==> src/hw/rtl/dstrc_pkg.sv <==
// Package for the daylight saving time rule checker.
// Holds rule codes, month constants, the per-item plan struct and calendar tables.
// No dependencies; imported by dstrc_rule_decode and dst_region_rule_check.
package dstrc_pkg;

    typedef enum logic [2:0] {
        RULE_US_CA = 3'd0,
        RULE_UK_EU = 3'd1,
        RULE_AUS   = 3'd2,
        RULE_NZ    = 3'd3,
        RULE_BRA   = 3'd4
    } rule_t;

    localparam logic [3:0] MON_JAN = 4'd1;
    localparam logic [3:0] MON_FEB = 4'd2;
    localparam logic [3:0] MON_MAR = 4'd3;
    localparam logic [3:0] MON_APR = 4'd4;
    localparam logic [3:0] MON_SEP = 4'd9;
    localparam logic [3:0] MON_OCT = 4'd10;
    localparam logic [3:0] MON_NOV = 4'd11;
    localparam logic [3:0] MON_DEC = 4'd12;

    // Year offset of one full 400-year Gregorian cycle keeps every term positive.
    localparam logic [12:0] YEAR_CYCLE = 13'd400;

    // floor(y / 100) == (y * RECIP_100) >> SHIFT_100 for every y below 43699.
    localparam logic [25:0] RECIP_100 = 26'd5243;
    localparam int          SHIFT_100 = 19;

    // (s * RECIP_7) >> SHIFT_7 underestimates s / 7 by at most one for s < 512.
    localparam logic [14:0] RECIP_7 = 15'd73;
    localparam int          SHIFT_7 = 9;

    // What one item needs: either a fixed answer or a compare against a Sunday.
    typedef struct packed {
        logic       fixed;      // answer does not depend on the day
        logic       fixed_val;  // the answer when fixed
        logic       use_last;   // compare against the last Sunday of the month
        logic       ge;         // active when day >= Sunday, else when day < Sunday
        logic [1:0] nth_ofs;    // weeks after the first Sunday (0, 1 or 2)
    } plan_t;

    function automatic logic [4:0] month_len(input logic [3:0] m);
        logic [4:0] len;
        unique case (m)
            4'd2:                      len = 5'd28;
            4'd4, 4'd6, 4'd9, 4'd11:   len = 5'd30;
            default:                   len = 5'd31;
        endcase
        return len;
    endfunction

    // Zeller month term floor(13 * (m + 1) / 5) for March = 3 .. February = 14.
    function automatic logic [5:0] month_term(input logic [3:0] m);
        logic [5:0] t;
        unique case (m)
            4'd3:    t = 6'd10;
            4'd4:    t = 6'd13;
            4'd5:    t = 6'd15;
            4'd6:    t = 6'd18;
            4'd7:    t = 6'd20;
            4'd8:    t = 6'd23;
            4'd9:    t = 6'd26;
            4'd10:   t = 6'd28;
            4'd11:   t = 6'd31;
            4'd12:   t = 6'd33;
            4'd13:   t = 6'd36;
            4'd14:   t = 6'd39;
            default: t = 6'd0;
        endcase
        return t;
    endfunction

endpackage

==> src/hw/rtl/dstrc_rule_decode.sv <==
// Region rule decoder for the daylight saving time rule checker.
// Maps the selected rule and the month to a fixed answer or a Sunday compare.
// Depends on dstrc_pkg.
module dstrc_rule_decode (
    input  logic [2:0]      rule,
    input  logic [3:0]      month,
    output dstrc_pkg::plan_t plan
);
    import dstrc_pkg::*;

    always_comb
    begin
        plan = '0;
        if (month < MON_JAN || month > MON_DEC)
        begin
            plan.fixed     = 1'b1;
            plan.fixed_val = 1'b0;
        end
        else
        begin
            unique case (rule_t'(rule))
                RULE_US_CA:
                begin
                    if (month == MON_MAR)
                    begin
                        plan.ge      = 1'b1;
                        plan.nth_ofs = 2'd1;
                    end
                    else if (month == MON_NOV)
                    begin
                        plan.ge = 1'b0;
                    end
                    else
                    begin
                        plan.fixed     = 1'b1;
                        plan.fixed_val = (month > MON_MAR) && (month < MON_NOV);
                    end
                end
                RULE_UK_EU:
                begin
                    if (month == MON_MAR)
                    begin
                        plan.ge       = 1'b1;
                        plan.use_last = 1'b1;
                    end
                    else if (month == MON_OCT)
                    begin
                        plan.use_last = 1'b1;
                    end
                    else
                    begin
                        plan.fixed     = 1'b1;
                        plan.fixed_val = (month > MON_MAR) && (month < MON_OCT);
                    end
                end
                RULE_AUS:
                begin
                    if (month == MON_OCT)
                    begin
                        plan.ge = 1'b1;
                    end
                    else if (month == MON_APR)
                    begin
                        plan.ge = 1'b0;
                    end
                    else
                    begin
                        plan.fixed     = 1'b1;
                        plan.fixed_val = (month > MON_OCT) || (month < MON_APR);
                    end
                end
                RULE_NZ:
                begin
                    if (month == MON_SEP)
                    begin
                        plan.ge       = 1'b1;
                        plan.use_last = 1'b1;
                    end
                    else if (month == MON_APR)
                    begin
                        plan.ge = 1'b0;
                    end
                    else
                    begin
                        plan.fixed     = 1'b1;
                        plan.fixed_val = (month > MON_SEP) || (month < MON_APR);
                    end
                end
                RULE_BRA:
                begin
                    if (month == MON_OCT)
                    begin
                        plan.ge      = 1'b1;
                        plan.nth_ofs = 2'd2;
                    end
                    else if (month == MON_FEB)
                    begin
                        plan.nth_ofs = 2'd2;
                    end
                    else
                    begin
                        plan.fixed     = 1'b1;
                        plan.fixed_val = (month > MON_OCT) || (month < MON_FEB);
                    end
                end
                default:
                begin
                    plan.fixed     = 1'b1;
                    plan.fixed_val = 1'b0;
                end
            endcase
        end
    end

endmodule

==> src/hw/rtl/dst_region_rule_check.sv <==
// Top level of the daylight saving time rule checker: a five-stage pipeline.
// Depends on dstrc_pkg and dstrc_rule_decode.
//
// Usage:
// The slave stream takes one date per word: year, month and day. The master
// stream returns one word per date with dst_active in bit 0, in the same order.
// The region rule (0 USA/Canada, 1 UK/EU, 2 Australia, 3 New Zealand,
// 4 Brazil, other codes never active) is written through cfg_wr_en and
// cfg_wr_data; it is sampled as a date enters, so write it only while idle.
// Throughput is one date per cycle while the master side is ready. The
// accepting edge loads stage 1, and the word then passes in order through
// the remaining stages to tvalid on the master side:
//   1. rule decode, year shift, reference day and month term,
//   2. century by reciprocal multiply,
//   3. year of century and the Zeller sum,
//   4. weekday by reciprocal multiply and one correction,
//   5. switching Sunday, day compare, into the output register.
// Each stage moves when it is empty or the next one moves, so bubbles close up
// under a stall and nothing is dropped or repeated; s_axis_tready falls only
// when every stage holds a word and the master side is not ready.
// Reset clears all valid bits and sets the rule to USA/Canada.
// Only the boundary months need a Sunday; the last-Sunday rules use March,
// September and October, so February length and leap years never matter.
module dst_region_rule_check (
    input  logic        clk,
    input  logic        rst_n,
    // Configuration: region rule.
    input  logic        cfg_wr_en,
    input  logic [2:0]  cfg_wr_data,
    // Slave stream. tdata: [11:0] year, [15:12] month, [20:16] day, [23:21] zero.
    input  logic        s_axis_tvalid,
    output logic        s_axis_tready,
    input  logic [23:0] s_axis_tdata,
    // Master stream. tdata: [0] dst_active, [7:1] zero.
    output logic        m_axis_tvalid,
    input  logic        m_axis_tready,
    output logic [7:0]  m_axis_tdata
);
    import dstrc_pkg::*;

    logic [2:0] region_rule_reg;

    always_ff @(posedge clk or negedge rst_n)
    begin
        if (!rst_n)
            region_rule_reg <= RULE_US_CA;
        else if (cfg_wr_en)
            region_rule_reg <= cfg_wr_data;
    end

    // Stage enables, from the output back to the input.
    logic en1, en2, en3, en4, en5;
    logic v1_reg, v2_reg, v3_reg, v4_reg, v5_reg;

    assign en5 = !v5_reg || m_axis_tready;
    assign en4 = !v4_reg || en5;
    assign en3 = !v3_reg || en4;
    assign en2 = !v2_reg || en3;
    assign en1 = !v1_reg || en2;
    assign s_axis_tready = en1;

    always_ff @(posedge clk or negedge rst_n)
    begin
        if (!rst_n)
        begin
            v1_reg <= 1'b0;
            v2_reg <= 1'b0;
            v3_reg <= 1'b0;
            v4_reg <= 1'b0;
            v5_reg <= 1'b0;
        end
        else
        begin
            if (en1) v1_reg <= s_axis_tvalid;
            if (en2) v2_reg <= v1_reg;
            if (en3) v3_reg <= v2_reg;
            if (en4) v4_reg <= v3_reg;
            if (en5) v5_reg <= v4_reg;
        end
    end

    // ---------------- Stage 1: decode and year shift ----------------
    logic [11:0] in_year;
    logic [3:0]  in_month;
    logic [4:0]  in_day;
    plan_t       plan_next;
    logic        early_month;
    logic [12:0] yadj_next;
    logic [3:0]  madj_next;
    logic [4:0]  dref_next;

    assign in_year  = s_axis_tdata[11:0];
    assign in_month = s_axis_tdata[15:12];
    assign in_day   = s_axis_tdata[20:16];

    dstrc_rule_decode u_decode (
        .rule  (region_rule_reg),
        .month (in_month),
        .plan  (plan_next)
    );

    // January and February count as months 13 and 14 of the year before.
    assign early_month = in_month < MON_MAR;
    assign yadj_next   = {1'b0, in_year} + YEAR_CYCLE - {12'd0, early_month};
    assign madj_next   = early_month ? in_month + 4'd12 : in_month;
    // The weekday is taken of day 1, or of the last day for a last-Sunday rule.
    assign dref_next   = plan_next.use_last ? month_len(in_month) : 5'd1;

    plan_t       plan1_reg;
    logic [12:0] yadj1_reg;
    logic [5:0]  mterm1_reg;
    logic [4:0]  dref1_reg;
    logic [4:0]  day1_reg;

    always_ff @(posedge clk)
    begin
        if (en1)
        begin
            plan1_reg  <= plan_next;
            yadj1_reg  <= yadj_next;
            mterm1_reg <= month_term(madj_next);
            dref1_reg  <= dref_next;
            day1_reg   <= in_day;
        end
    end

    // ---------------- Stage 2: century ----------------
    logic [25:0] cent_prod;
    logic [5:0]  cent_next;

    assign cent_prod = {13'd0, yadj1_reg} * RECIP_100;
    assign cent_next = cent_prod[SHIFT_100 +: 6];

    plan_t       plan2_reg;
    logic [12:0] yadj2_reg;
    logic [5:0]  mterm2_reg;
    logic [4:0]  dref2_reg;
    logic [4:0]  day2_reg;
    logic [5:0]  cent2_reg;

    always_ff @(posedge clk)
    begin
        if (en2)
        begin
            plan2_reg  <= plan1_reg;
            yadj2_reg  <= yadj1_reg;
            mterm2_reg <= mterm1_reg;
            dref2_reg  <= dref1_reg;
            day2_reg   <= day1_reg;
            cent2_reg  <= cent_next;
        end
    end

    // ---------------- Stage 3: Zeller sum ----------------
    logic [12:0] yoc_wide;
    logic [6:0]  yoc;
    logic [8:0]  zsum_next;

    assign yoc_wide  = yadj2_reg - 13'(cent2_reg) * 13'd100;
    assign yoc       = yoc_wide[6:0];
    // Five times the century stands in for minus two times it, modulo seven.
    assign zsum_next = 9'(dref2_reg) + 9'(mterm2_reg) + 9'(yoc) + 9'(yoc >> 2)
                     + 9'(cent2_reg >> 2) + 9'(cent2_reg) * 9'd5;

    plan_t      plan3_reg;
    logic [4:0] dref3_reg;
    logic [4:0] day3_reg;
    logic [8:0] zsum3_reg;

    always_ff @(posedge clk)
    begin
        if (en3)
        begin
            plan3_reg <= plan2_reg;
            dref3_reg <= dref2_reg;
            day3_reg  <= day2_reg;
            zsum3_reg <= zsum_next;
        end
    end

    // ---------------- Stage 4: weekday ----------------
    logic [14:0] q7_prod;
    logic [5:0]  q7;
    logic [8:0]  rem_wide;
    logic [3:0]  rem_raw;
    logic [2:0]  zel_h;
    logic [2:0]  wday_next;

    assign q7_prod  = {6'd0, zsum3_reg} * RECIP_7;
    assign q7       = q7_prod[SHIFT_7 +: 6];
    assign rem_wide = zsum3_reg - 9'(q7) * 9'd7;
    assign rem_raw  = rem_wide[3:0];
    assign zel_h    = (rem_raw >= 4'd7) ? 3'(rem_raw - 4'd7) : rem_raw[2:0];
    // Zeller counts from Saturday; shift so that Sunday is zero.
    assign wday_next = (zel_h == 3'd0) ? 3'd6 : zel_h - 3'd1;

    plan_t      plan4_reg;
    logic [4:0] dref4_reg;
    logic [4:0] day4_reg;
    logic [2:0] wday4_reg;

    always_ff @(posedge clk)
    begin
        if (en4)
        begin
            plan4_reg <= plan3_reg;
            dref4_reg <= dref3_reg;
            day4_reg  <= day3_reg;
            wday4_reg <= wday_next;
        end
    end

    // ---------------- Stage 5: Sunday and compare ----------------
    logic [4:0] first_sun;
    logic [4:0] sunday;
    logic       day_ok;
    logic       active_next;

    assign first_sun = (wday4_reg == 3'd0) ? 5'd1 : 5'd8 - 5'(wday4_reg);
    assign sunday    = plan4_reg.use_last ? dref4_reg - 5'(wday4_reg)
                                          : first_sun + 5'(plan4_reg.nth_ofs) * 5'd7;
    assign day_ok    = plan4_reg.ge ? (day4_reg >= sunday) : (day4_reg < sunday);
    assign active_next = plan4_reg.fixed ? plan4_reg.fixed_val : day_ok;

    logic active5_reg;

    always_ff @(posedge clk)
    begin
        if (en5)
            active5_reg <= active_next;
    end

    assign m_axis_tvalid = v5_reg;
    assign m_axis_tdata  = {7'd0, active5_reg};

`ifndef ASSERT_OFF
    // With the output stage empty, nothing upstream can hold the input off.
    a_ready_when_drained: assert property (@(posedge clk) disable iff (!rst_n)
        !m_axis_tvalid |-> s_axis_tready)
        else $error("input stalled while output stage is empty");

    // An accepted word lands in the first stage.
    a_accept_lands: assert property (@(posedge clk) disable iff (!rst_n)
        (s_axis_tvalid && s_axis_tready) |=> v1_reg)
        else $error("accepted word lost at stage 1");

    // A word leaving stage 4 reaches the output register.
    a_stage4_moves: assert property (@(posedge clk) disable iff (!rst_n)
        (v4_reg && en5) |=> m_axis_tvalid)
        else $error("word lost between stage 4 and output");
`endif

endmodule
==> config.mk <==
export PLATFORM = sky130hd
export DESIGN_NAME = dst_region_rule_check
export DESIGN_NICKNAME = d
export VERILOG_FILES = /design/src/hw/rtl/dstrc_pkg.sv /design/src/hw/rtl/dstrc_rule_decode.sv /design/src/hw/rtl/dst_region_rule_check.sv
export SDC_FILE = /design/constraint.sdc
export NUM_CORES = 1
export LEC_CHECK = 0
export BUFFER_PORTS_ARGS = -buffer_cell sky130_fd_sc_hd__buf_2
export CORE_MARGIN = 3
export CORE_UTILIZATION = 50
export CTS_CLUSTER_DIAMETER = 50
export DETAILED_ROUTE_END_ITERATION = 12
export GPL_TIMING_DRIVEN = 0
export PLACE_DENSITY = 0.67
export SLEW_MARGIN = 20
export SYNTH_ARGS = -nofsm -noshare
export SYNTH_HDL_FRONTEND = slang
export SYNTH_SLANG_ARGS = --single-unit
==> constraint.sdc <==
create_clock -name clk -period 7.1 [get_ports clk]
set_clock_uncertainty 0.15 [all_clocks]
set_input_delay 1.065 -clock clk [delete_from_list [all_inputs] [get_ports clk]]
set_output_delay 1.065 -clock clk [all_outputs]
set_load 0.005 [all_outputs]
==> qor.csv <==
metric,value,unit
status,"finished, final reports clean",
total track usage,0.162,
Row Count,51,
PortBufs,31,
Setup crit start,zsum3_reg[2],
Mapped Avg Cell Area,11.4,sq um
core footprint,0.0198,sq mm
max_slew headroom,0.407,
synthesized area,0.0103,sq mm
ant diodes,0,
DRC errors left,0,
DP Wirelength,13.7,mm
Worst Hold End,dref4_reg[0],
initial antenna violation count,0,
RSZ-0062 raised after global routing,false,
Max Freq,150,MHz
vias in the first global route,6320,
sequential cell area fraction in the yosys report,0.331,
worst hold path depth,0,
DR vias,6188,
Chip Width,150,um
"Slew Viols, Final",0,
Clock Latency Late Sink,0.41,ns
Crit Path Category,reg2reg,
final period utilization,0.938,
GP Congestion,0.806,
hold path start,dref3_reg[0],
Area Overhead vs Synth,11.7,%
Final ANT Viol Nets,0,
CP max FO,7,
Initial Util,0.520,
Seq cells post-synth,115,
CTS tree,built,
"Primary FF master, synth",edfxtp_1,
worst hold slack,0.263,ns
largest net degree at the start of global routing,36,
layout cells sized above 1,0.0945,
R2R depth,23,
"commonest non-fill, non-tap cell in the layout",inv_1,
Synth cell types,63,
Worst EP required,7.09,ns
ys async rst share,0.0696,
global-route wire length before repair,28.9,mm
final core area utilization,0.581,
Cells after Synth,903,
CTS buffer count,17,
FF-to-FF End,wday4_reg[2],
Reg2Reg Setup Slack,0.44,ns
Longest Clk Path Bufs,2,
Ports,42,
max reg flops,13,
endpoints failing hold,0,
Worst EP arrival,6.65,ns
clk sinks,115,
Chip Height,150,um
worst min path class,reg2reg,
Vias/cell,4.99,
worst slew pin tran,0.887,ns
final wirelength,16.7,mm
Total Nets Final,1265,
number of flops mapped to enable cells by yosys,107,
"commonest cells after routing, fill and taps aside","inv_1, ha_1, edfxtp_1",
die area,0.0224,sq mm
DRT iter0 DRCs,219,
gr ovfl total,0,
clk slew on worst S/H paths,0.05,ns
Final Critical Period,6.66,ns
number of setup violations in the final report,0,
maxcap violations,0,
H-tree depth,4,
first-pass detailed-route iteration total,4,
drt wl/cell,13.4,um
Startpoint Class,flop,
Synthesis Warnings,0,
CP Capture Type,flop,
beginning of the worst register-to-register path,zsum3_reg[2],
Post-CTS Setup Bufs,0,
CTS root buf,clkbuf_16,
TNS Setup,0,ns
## worst max-delay path by stage
stage	end	slack, ns	cells after the start
after floorplan	wday4_reg[2]	0.91	23
after global placement	wday4_reg[2]	0.48	23
after detailed placement	wday4_reg[2]	0.35	24
after CTS	wday4_reg[2]	0.35	24
after global routing	wday4_reg[0]	0.04	24
final	wday4_reg[2]	0.44	23
## through the flow
stage                     setup WS (ns)  cell area (sq um)  cells
after global placement            0.480              10800   1205
final                             0.440              11500   1239
after floorplan                   0.914              10300    909
after global routing             0.0449              11500   1239
after detailed placement          0.351              10900   1207
after CTS                         0.351              11500   1239
## repair_timing
item	4_1_cts	5_1_grt
setup endpoints to repair	0	2
hold buffers	0	0
gates resized for setup	0	4
hold endpoints to repair	0	0
## critical path, stage by stage, from the launching register on
cell and delay, ns:
edfxtp_1 0.41, ha_1 0.32, ha_1 0.31, inv_1 0.06
fa_1 0.53, inv_1 0.04, ha_1 0.28, or3_4 0.44
a211oi_2 0.23, or3_1 0.20, nand2_1 0.12, fa_1 0.45
ha_1 0.20, xnor2_1 0.17, xnor2_1 0.10, xnor2_1 0.22
or3b_4 0.42, a221o_1 0.44, and4_4 0.24, o21ai_1 0.22
mux2i_1 0.28, ha_1 0.22, nor4b_2 0.24, o31ai_2 0.08
## cell families (layout without fill, tap and decap cells)
kind of cell | Yosys count | count (layout) | synth area share
other | 1 | 7 | 0.000364
xor gates and xnor gates | 48 | 48 | 0.0422
buffers and inverters | 227 | 292 | 0.0856
adders and majority gates | 272 | 272 | 0.396
and+or+nand+nor | 113 | 113 | 0.0582
muxes | 11 | 11 | 0.0112
DFF | 115 | 115 | 0.331
AOI/OAI and AO/OA | 116 | 116 | 0.0754
## cell type report
type | count | area [sq um]
plain buffers | 11 | 72.6
clock buffers | 18 | 429
clock inverters | 14 | 211
fillers | 1656 | 8320
inverters | 216 | 811
multi-input cells | 567 | 6070
flip-flops and latches | 115 | 3410
well taps | 265 | 332
repair buffers | 33 | 178
## Yosys cell counts, types with 5 or more instances
cell type	count	share of area
nand3_1	8	0.0039
a21o_1	18	0.013
dfrtp_1	8	0.019
fa_1	91	0.18
a211oi_1	7	0.0051
mux2i_1	7	0.0068
nor2b_1	7	0.0042
o21a_1	5	0.0036
buf_4	8	0.0058
inv_1	216	0.079
nor3_1	10	0.0049
xor2_1	8	0.0068
nand2_1	28	0.010
xnor2_1	39	0.033
nand2b_1	12	0.0073
o21bai_1	6	0.0044
a21oi_1	24	0.012
o21ai_0	23	0.011
edfxtp_1	107	0.31
nor2_1	20	0.0073
ha_1	181	0.22
## metal layers
layer	share of wire	wire length (um)	global-route usage
met1	0.46	7720	0.215
met2	0.50	8380	0.276
met3	0.024	395	0.0270
met4	0.0091	152	0.0439
met5	0	0	0
Power is left out: the tool's default activity adds up to more than one toggle a clock period on the data nets, which glitch-free logic cannot reach.
